$ cat src/rtl/oal_pkg.sv
// Shared types, codes and constants for the ordered array list.
`default_nettype none

package oal_pkg;

  localparam int CAPACITY_DEF   = 64;
  localparam int DATA_WIDTH_DEF = 32;

  // Wide enough for any cell position, count or request index.
  localparam int POS_W = 11;

  localparam logic [6:0] CAP_RESET = 7'd64;

  localparam logic [2:0] KIND_INSERT  = 3'd0;
  localparam logic [2:0] KIND_REMOVE  = 3'd1;
  localparam logic [2:0] KIND_SELECT  = 3'd2;
  localparam logic [2:0] KIND_SEARCH  = 3'd3;
  localparam logic [2:0] KIND_REPLACE = 3'd4;

  typedef struct packed {
    logic [2:0]         kind;
    logic [6:0]         index;
    logic signed [31:0] value;
  } in_word_t;

  typedef struct packed {
    logic               ok;
    logic signed [31:0] read_value;
    logic [6:0]         found_position;
    logic [6:0]         entry_count;
  } out_word_t;

  typedef enum logic [2:0] {
    CELL_IDLE,
    CELL_INSERT,
    CELL_REMOVE,
    CELL_REPLACE,
    CELL_CLEAR,
    CELL_SEARCH,
    CELL_SELECT
  } cell_op_t;

  typedef struct packed {
    cell_op_t         op;
    logic [POS_W-1:0] pos;
    logic [POS_W-1:0] count;
  } cell_cmd_t;

  typedef enum logic {
    ST_IDLE,
    ST_WALK
  } oal_state_t;

endpackage

`default_nettype wire

$ cat src/rtl/oal_cell.sv
// One list slot: holds an entry, shifts with its neighbors, and forwards the query result wave.
`default_nettype none

module oal_cell #(
  parameter int DATA_WIDTH = oal_pkg::DATA_WIDTH_DEF,
  parameter int CELL_IDX   = 0
) (
  input  wire                            clk,
  input  wire                            rst_n,
  input  wire oal_pkg::cell_cmd_t        cmd,
  input  wire        [DATA_WIDTH-1:0]    val,
  input  wire        [DATA_WIDTH-1:0]    left_entry,
  input  wire        [DATA_WIDTH-1:0]    right_entry,
  input  wire                            right_hit,
  input  wire        [oal_pkg::POS_W-1:0] right_pos,
  input  wire        [DATA_WIDTH-1:0]    right_data,
  output logic       [DATA_WIDTH-1:0]    entry,
  output logic                           col_hit,
  output logic       [oal_pkg::POS_W-1:0] col_pos,
  output logic       [DATA_WIDTH-1:0]    col_data
);
  import oal_pkg::*;

  localparam logic [POS_W-1:0] K = POS_W'(CELL_IDX);

  logic [DATA_WIDTH-1:0] entry_r, entry_nxt;
  logic                  col_hit_r, col_hit_nxt;
  logic [POS_W-1:0]      col_pos_r, col_pos_nxt;
  logic [DATA_WIDTH-1:0] col_data_r, col_data_nxt;
  logic                  own_hit;

  always_comb begin
    entry_nxt = entry_r;
    case (cmd.op)
      CELL_INSERT: begin
        if (K == cmd.pos) begin
          entry_nxt = val;
        end else if (K > cmd.pos && K <= cmd.count) begin
          entry_nxt = left_entry;
        end
      end
      CELL_REMOVE: begin
        if (K >= cmd.pos && (K + 1'b1) < cmd.count) begin
          entry_nxt = right_entry;
        end else if ((K + 1'b1) == cmd.count) begin
          entry_nxt = '0;
        end
      end
      CELL_REPLACE: begin
        if (K == cmd.pos) begin
          entry_nxt = val;
        end
      end
      default: begin
        entry_nxt = entry_r;
      end
    endcase
  end

  always_comb begin
    case (cmd.op)
      CELL_SEARCH: own_hit = (entry_r == val) && (K < cmd.count);
      CELL_SELECT: own_hit = (K == cmd.pos);
      default:     own_hit = 1'b0;
    endcase
  end

  always_comb begin
    col_hit_nxt  = col_hit_r;
    col_pos_nxt  = col_pos_r;
    col_data_nxt = col_data_r;
    case (cmd.op)
      CELL_CLEAR: begin
        col_hit_nxt = 1'b0;
      end
      CELL_SEARCH, CELL_SELECT: begin
        if (own_hit) begin
          col_hit_nxt  = 1'b1;
          col_pos_nxt  = K;
          col_data_nxt = entry_r;
        end else begin
          col_hit_nxt  = right_hit;
          col_pos_nxt  = right_pos;
          col_data_nxt = right_data;
        end
      end
      default: begin
        col_hit_nxt = col_hit_r;
      end
    endcase
  end

  always_ff @(posedge clk) begin
    entry_r    <= entry_nxt;
    col_pos_r  <= col_pos_nxt;
    col_data_r <= col_data_nxt;
  end

  always_ff @(posedge clk) begin
    if (!rst_n) begin
      col_hit_r <= 1'b0;
    end else begin
      col_hit_r <= col_hit_nxt;
    end
  end

  assign entry    = entry_r;
  assign col_hit  = col_hit_r;
  assign col_pos  = col_pos_r;
  assign col_data = col_data_r;

endmodule

`default_nettype wire
$ cat config.mk
export PLATFORM = sky130hd
export DESIGN_NAME = oal_cell
export DESIGN_NICKNAME = d
export VERILOG_FILES = /design/src/rtl/oal_pkg.sv /design/src/rtl/oal_cell.sv
export SDC_FILE = /design/constraint.sdc
export NUM_CORES = 1
export LEC_CHECK = 0
export ABC_AREA = 0
export BUFFER_PORTS_ARGS = -buffer_cell sky130_fd_sc_hd__clkbuf_2
export CAP_MARGIN = 20
export CORE_MARGIN = 3
export CORE_UTILIZATION = 45
export DETAILED_ROUTE_END_ITERATION = 8
export HOLD_SLACK_MARGIN = 0.06
export PLACE_DENSITY = 0.93
export SLEW_MARGIN = 20
export SYNTH_ARGS = -nofsm -noshare
export SYNTH_HDL_FRONTEND = slang
export SYNTH_SLANG_ARGS = --single-unit
export TNS_END_PERCENT = 50
$ cat constraint.sdc
create_clock -name clk -period 5.3 [get_ports clk]
set_input_delay 0.53 -clock clk [delete_from_list [all_inputs] [get_ports clk]]
set_output_delay 0.53 -clock clk [all_outputs]
set_load 0.05 [all_outputs]
==> run metrics, run 1 <==
synth warn=0; Inst Count DP=between 600 and 700; slew at the pin with the worst max-slew slack=995 ps; Worst Setup Start Kind=input port; clock slew at reported path FFs=approximately 80 ps; max cap viols=0; max-slew violation count=0; Gate power share=20.3%; post-detailed-route via-to-cell ratio=5.67; clock group share of total power=32.0%; FF+latch count, synth=76; count of inserted antenna diode cells=0; detailed-route DRC error count=0; commonest non-fill, non-tap cells in the layout=sky130_fd_sc_hd__clkbuf_2, sky130_fd_sc_hd__edfxtp_1, sky130_fd_sc_hd__mux2i_1, sky130_fd_sc_hd__a21oi_1; Total Neg Setup Slack=0 ps; final critical-path share of the clock period=57.5%; crit path time final=3050 ps; total CTS buffers=9; critical register-to-register path startpoint=entry[20]$_DFFE_PP_; outcome=finished, final reports clean; number of setup buffers added after CTS=0; total of fill cells in the finished design=between 600 and 700; net count after synthesis=~470; vias after detailed routing=3704; total number of H-tree levels=3; 1st-pass router iterations=7; Routed wire per std cell=roughly 20 um; Worst EP required=~5400 ps; maximum net fanout on the critical path=30; effective utilization at floorplan=46.6%; sequential share of the synthesized area=55.4%; area added between synthesis and finish=36.7%; maximum clock frequency=approximately 0.33 GHz; area of the core region=0.00881 sq mm; depth of the worst register-to-register path=6; Post-DRT Antenna Nets=0; floorplan die area=0.0103 sq mm; layout cell share with drive strength beyond 1=53.8%; clock net sink count=76; first-pass GRT wire length=19500 um; cell chosen for the clock root=sky130_fd_sc_hd__clkbuf_8; post_cts resized=0; Layout Nets=708; IR Drop Worst-Case VDD=135 uV; wire length reported by the detailed router=13000 um; power density relative to cell area=265 mW/mm^2; crit path to=col_data[30]$_DFFE_PP_; Layout Skew=16.1 ps; WL met1=roughly 5100 um; slack of the worst reg-to-reg path=approximately 2500 ps; path type of the worst setup path=input port to register; leakage=2.56 nW; Bufs on Longest Clock Path=2; cell row count=34; count of input and output buffers=242; setup repair after global routing missed its margin=false; Crit. End Element=register; Mean Syn Cell Area=13.4 sq um; I/O pin total=243; endpoint of the worst-slack reg-to-reg timing path=col_data[25]$_DFFE_PP_; DIE WIDTH=101 um; number of standard cells in the final layout excluding fillers=653; pin count of the biggest net entering global routing=65; Hold Vio Cnt, Final=0; Sw Ratio=28.4%; critical path startpoint=cmd[5]; weighted congestion reported at the end of routability-driven placement=0.893; combined global-route utilization of all metal layers=24.8%; Gate Count Post-Synth=306; Sw Pwr=approximately 0.00042 W; clock latency at the later pin of the worst-skew pair=between 300 and 400 ps; hold bufs inserted after CTS=0; most common cell after layout, fill and taps aside=sky130_fd_sc_hd__clkbuf_2; Met2 Routed Length=approximately 6800 um; gr ovfl total=0; die span in y=101 um; vias in the first global route=3780; register share of total power=47.7%; arrival time at the worst endpoint=3130 ps; clock tree from TritonCTS=built; Met3 Wirelength=816 um; setup-violating endpoint count in the final report=0; violation count after the first detailed-routing iteration=167; Hold Path Origin=rst_n; post-synthesis instance area=0.00410 sq mm; number of antenna violations at the first check in global routing=0; post-DP HPWL=10000 um; Worst Hold Class=input port to register; post-synthesis cell type count=31; Max-slew headroom=33.5%; top metal layer carrying routed signals=met4; Power Internal=0.00106 W
## Yosys cell counts
library cell | n | share of area [%]
sky130_fd_sc_hd__buf_1 | 2 | 0.18
sky130_fd_sc_hd__nand4b_1 | 1 | 0.21
sky130_fd_sc_hd__and2_1 | 12 | 1.8
sky130_fd_sc_hd__nand2_1 | 2 | 0.18
sky130_fd_sc_hd__nor4_4 | 1 | 0.52
sky130_fd_sc_hd__a22oi_1 | 1 | 0.18
sky130_fd_sc_hd__a221oi_1 | 32 | 6.8
sky130_fd_sc_hd__a31oi_4 | 1 | 0.52
sky130_fd_sc_hd__a21oi_1 | 33 | 4.0
sky130_fd_sc_hd__buf_6 | 3 | 0.82
sky130_fd_sc_hd__mux2i_1 | 33 | 8.1
sky130_fd_sc_hd__nor3_1 | 3 | 0.37
sky130_fd_sc_hd__xnor2_1 | 32 | 6.8
sky130_fd_sc_hd__mux2_1 | 4 | 1.1
sky130_fd_sc_hd__clkbuf_1 | 15 | 1.4
sky130_fd_sc_hd__buf_2 | 1 | 0.12
sky130_fd_sc_hd__mux2_2 | 28 | 7.7
sky130_fd_sc_hd__nor4_1 | 4 | 0.61
sky130_fd_sc_hd__nand4_1 | 7 | 1.1
sky130_fd_sc_hd__or4_1 | 2 | 0.37
sky130_fd_sc_hd__edfxtp_1 | 75 | 55
sky130_fd_sc_hd__a21boi_0 | 1 | 0.18
sky130_fd_sc_hd__a211oi_1 | 1 | 0.18
sky130_fd_sc_hd__clkbuf_2 | 1 | 0.12
sky130_fd_sc_hd__dfxtp_1 | 1 | 0.49
sky130_fd_sc_hd__nand3_1 | 2 | 0.24
sky130_fd_sc_hd__xor2_1 | 1 | 0.21
sky130_fd_sc_hd__inv_1 | 2 | 0.18
sky130_fd_sc_hd__nand2b_1 | 2 | 0.30
sky130_fd_sc_hd__o21ai_0 | 1 | 0.12
sky130_fd_sc_hd__nor2_1 | 2 | 0.18
## worst min-delay path by stage
| stage | cells after the start | endpoint | slack [ps] |
|---|---|---|---|
| after CTS | 3 | col_hit$_SDFFE_PN0P_ | 400 |
| after floorplan | 2 | col_hit$_SDFFE_PN0P_ | 670 |
| after detailed placement | 1 | col_data[3]$_DFFE_PP_ | 600 |
| after global placement | 1 | col_data[3]$_DFFE_PP_ | 590 |
| after global routing | 3 | col_hit$_SDFFE_PN0P_ | 420 |
| final | 3 | col_hit$_SDFFE_PN0P_ | 410 |
## sequential cells by signal, indices dropped and copies added, names as in the netlist
signal / cells
col_data: 32
col_hit: 1
col_pos: 11
entry: 32
## through the flow
step           instance area (sq um)  utilization, %  hold WS, ps  setup slack, ps  power, W
4_1_cts                         5600            63.6          396             2250   0.00149
3_3_place_gp                    5390            61.3          590             2010   0.00101
2_1_floorplan                   4100               -          668             1850  0.000904
6_report                        5610            63.7          408             2250   0.00148
5_1_grt                         5610            63.7          416             2130   0.00154
3_5_place_dp                    5390            61.3          599             1920   0.00102
## cell families after synthesis
group / count (synthesis) / synth area share [%]
compound gates: 70 / 12.0
xor+xnor: 33 / 7.04
buf+inv: 24 / 2.81
flops: 76 / 55.4
mux: 65 / 16.8
simple gates: 38 / 5.89
## layout make-up
| type | count | area [sq um] | area share [%] |
|---|---|---|---|
| Tap cell | 108 | 135 | 2.41 |
| Multi-Input combinational cell | 206 | 1750 | 31.2 |
| Sequential cell | 76 | 2270 | 40.5 |
| Clock inverter | 5 | 76.3 | 1.36 |
| Inverter | 2 | 7.51 | 0.134 |
| Clock buffer | 10 | 128 | 2.28 |
| Timing Repair Buffer | 246 | 1240 | 22.1 |
## per-layer routing
layer	vias to the layer above	GRT usage (%)
li1	1682	-
met1	1797	31.4
met2	194	42.0
met3	31	4.34
met4	0	10.4
met5	-	0
## critical path: stages
cell	delay, ps
sky130_fd_sc_hd__clkbuf_2	80
sky130_fd_sc_hd__or4_1	580
sky130_fd_sc_hd__nor4_4	390
sky130_fd_sc_hd__a211oi_1	190
sky130_fd_sc_hd__a31oi_4	530
sky130_fd_sc_hd__buf_4	420
sky130_fd_sc_hd__mux2_2	380
## power groups by stage
stage | Sequential (W) | Combinational (W) | Clock, W
after floorplan | 0.000833 | 0.0000704 | 0
after global placement | 0.000720 | 0.000292 | 0
after detailed placement | 0.000722 | 0.000300 | 0
after CTS | 0.000708 | 0.000301 | 0.000485
after global routing | 0.000710 | 0.000321 | 0.000511
final | 0.000708 | 0.000301 | 0.000475
Note: power is estimated with default switching activity, not from simulation.
==> run 2: changes to the inputs <==
ABC_AREA = 1   (was 0)
CORE_UTILIZATION = 41   (was 45)
PLACE_DENSITY = 0.89   (was 0.93)
clock period = 2.65 ns   (was 5.3 ns; I/O delays follow)
==> run metrics, run 2 <==
vias after detailed routing=4548 (+23%); Worst Hold Class=input port to register; sequential share of the synthesized area=52.4% (-3.0 points); biggest cell delay along the critical path=500 ps (-80 ps); leakage=2.83 nW (+11%); endpoint of the worst-slack reg-to-reg timing path=col_pos[3]$_SDFFCE_PN0P_; power density relative to cell area=529 mW/mm^2 (+100%); first-pass GRT wire length=21700 um (+11%); 1st-pass router iterations=5 (-2); Sw Pwr=0.00104 W (+150%); IR Drop Worst-Case VDD=250 uV (+86%); cell chosen for the clock root=sky130_fd_sc_hd__clkbuf_8; FF+latch count, synth=76 (unchanged); count of input and output buffers=242 (unchanged); I/O pin total=243 (unchanged); wire length reported by the detailed router=14400 um (+10%); die span in y=109 um (+7.3%); Worst EP required=2740 ps (-2640 ps); Critical-path top delay cell=sky130_fd_sc_hd__edfxtp_1; EDFF count, synth=75 (unchanged); post-synthesis cell type count=26 (-16%); Gate Count Post-Synth=514 (+68%); arrival time at the worst endpoint=2020 ps (-1110 ps); Sw Ratio=33.2% (+4.8 points); commonest non-fill, non-tap cells in the layout=sky130_fd_sc_hd__clkbuf_2, sky130_fd_sc_hd__nand2_1, sky130_fd_sc_hd__edfxtp_1; number of antenna violations at the first check in global routing=0 (unchanged); gr ovfl total=0 (unchanged); synth warn=0 (unchanged); Synth top cells by count=sky130_fd_sc_hd__nand2_1, sky130_fd_sc_hd__edfxtp_1, sky130_fd_sc_hd__inv_1; share of async-settable or async-resettable flops after synthesis=0% (unchanged); slack of the worst reg-to-reg path=720 ps (-1780 ps); Most common cell on crit path=sky130_fd_sc_hd__nor2_1; Max-slew headroom=64.0% (+30 points); clock tree from TritonCTS=built; cell type with the highest aggregate area in the netlist=sky130_fd_sc_hd__edfxtp_1; post-synthesis instance area=0.00434 sq mm (+5.8%); Layout Nets=920 (+30%); Total Neg Setup Slack=0 ps (unchanged); register share of total power=47.1% (-0.6 points); area of the core region=0.0100 sq mm (+14%); setup-violating endpoint count in the final report=0 (unchanged); CP Cell Sequence=xnor2_1 > nand2_1 > nor2_1 > nand2_1 > nor2_1 > nand3_1 > nand2_2 > buf_4 > nor2_1; number of buffer and inverter stages on the critical path=1 (-1); effective utilization at floorplan=43.2% (-3.4 points); Crit. End Element=register; crit path time final=approximately 1900 ps; Post-DRT Antenna Nets=0 (unchanged); Post-Route Utilization=59.0% (-4.7 points); cell row count=36 (+5.9%); final critical-path share of the clock period=72.8%; maximum net fanout on the critical path=32 (+6.7%); Routed wire per std cell=16.1 um (-19%); number of setup buffers added after CTS=0 (unchanged); post-detailed-route via-to-cell ratio=5.10 (-10%); vias in the first global route=4519 (+20%); hold endpoint=col_hit$_SDFFE_PN0P_; Power Internal=0.00210 W (+97%); most area-consuming cells after synthesis=sky130_fd_sc_hd__edfxtp_1, sky130_fd_sc_hd__nand2_1, sky130_fd_sc_hd__nand3_1; Hold Vio Cnt, Final=0 (unchanged); clock group share of total power=27.8% (-4.2 points); most common cell after layout, fill and taps aside=sky130_fd_sc_hd__clkbuf_2; post-DP HPWL=11000 um (+10%); layout cell share with drive strength beyond 1=36.4% (-17 points); floorplan die area=0.0119 sq mm (+15%); violation count after the first detailed-routing iteration=422 (+150%); clock latency at the later pin of the worst-skew pair=360 ps (+20 ps); area added between synthesis and finish=36.6% (about the same); clock slew at reported path FFs=90 ps (about the same); Layout Skew=15.8 ps (-0.273 ps); slew at the pin with the worst max-slew slack=538 ps (-457 ps); most common cell in the synthesized netlist=sky130_fd_sc_hd__nand2_1; maximum clock frequency=0.518 GHz; hold bufs inserted after CTS=0 (unchanged); outcome=finished, final reports clean; Mean Syn Cell Area=8.44 sq um (-37%); path type of the worst setup path=register to register; max cap viols=0 (unchanged); critical register-to-register path startpoint=entry[14]$_DFFE_PP_; flip-flop cell with the highest count after synthesis=sky130_fd_sc_hd__edfxtp_1; Bufs on Longest Clock Path=2 (unchanged); total CTS buffers=9 (unchanged); combined global-route utilization of all metal layers=23.8% (-0.97 points); DIE WIDTH=109 um (+7.3%); pin count of the biggest net entering global routing=44 (-32%); depth of the worst register-to-register path=9 (+3); total number of H-tree levels=3 (unchanged); detailed-route DRC error count=0 (unchanged); Yosys top cell area share=51.9% (-3.0 points); number of stages on the worst hold path=3 (unchanged); count of inserted antenna diode cells=0 (unchanged); weighted congestion reported at the end of routability-driven placement=0.879 (-1.5%); post_cts resized=0 (unchanged); Power, Total=0.00314 W (+110%); Worst Setup Start Kind=register; max-slew violation count=0 (unchanged); setup repair after global routing missed its margin=false; Hold Path Origin=rst_n; kind of cell with the highest combined delay on the critical path=simple AND/OR/NAND/NOR gates; total of fill cells in the finished design=971 (+41%); net count after synthesis=681 (+44%); clock net sink count=76 (unchanged); Gate power share=25.1% (+4.8 points)
run 2: changes by cell type in the layout (fill, tap and decap cells not counted), sizes merged, moves of 23 or more:
cell / before / now
nor2: 2 / 37
o21ai: 1 / 24
nand3: 2 / 37
a221oi: 32 / 0
inv: 3 / 45
nand2: 2 / 184
mux2i: 33 / 0
mux2: 32 / 0
run 2: area by class of cell:
class | instances | area, sq um | area share (%)
well taps | 133 | 166 | 2.81
clock inverters | 6 | 55.1 | 0.928
multi-input cells | 365 | 1790 | 30.1
inverters | 45 | 169 | 2.85
repair buffers | 256 | 1350 | 22.8
clock buffers | 10 | 128 | 2.15
flip-flops and latches | 76 | 2270 | 38.3
run 2: worst max path at each step:
stage | startpoint | endpoint | cells after the start
6_report | entry[14]$_DFFE_PP_ | col_pos[3]$_SDFFCE_PN0P_ | 9
5_1_grt | entry[28]$_DFFE_PP_ | col_data[7]$_DFFE_PP_ | 12
3_5_place_dp | cmd[13] | entry[6]$_DFFE_PP_ | 10
2_1_floorplan | cmd[18] | entry[0]$_DFFE_PP_ | 8
3_3_place_gp | cmd[16] | entry[0]$_DFFE_PP_ | 10
4_1_cts | entry[14]$_DFFE_PP_ | col_pos[3]$_SDFFCE_PN0P_ | 9
run 2: power groups by stage:
stage / Clock (W) / Sequential [W] / Combinational [W]
finish: 0.000871 / 0.00148 / 0.000788
global placement: 0 / 0.00150 / 0.000777
global route: 0.000915 / 0.00149 / 0.000847
CTS: 0.000876 / 0.00148 / 0.000792
detailed placement: 0 / 0.00151 / 0.000789
floorplan: 0 / 0.00181 / 0.000187
run 2: metal layers:
metal	vias to the layer above	GRT usage, %	wire (um)
met5	-	0	0
met4	0	10.0	403
met3	37	4.26	1120
met2	250	42.2	7250
met1	2037	28.3	5570
li1	2224	-	-
run 2: tightest hold or removal path: stages:
cell and delay, ps:
sky130_fd_sc_hd__clkbuf_2 80, sky130_fd_sc_hd__inv_1 40, sky130_fd_sc_hd__a21oi_1 30
run 2: cell families after synthesis:
logic type | after synthesis | share of synthesized area, %
and+or+nand+nor | 264 | 24.4
AOI/OAI and AO/OA | 80 | 12.1
DFF | 76 | 52.4
xor gates and xnor gates | 21 | 4.24
buffers and inverters | 73 | 6.83
run 2: through the flow:
step,cell area [sq um],hold WS [ps],setup slack [ps],std cells
global route,5930,118,531,891
CTS,5930,110,702,891
finish,5930,119,721,891
detailed placement,5750,470,598,875
global placement,5750,459,609,875
floorplan,4340,374,466,514
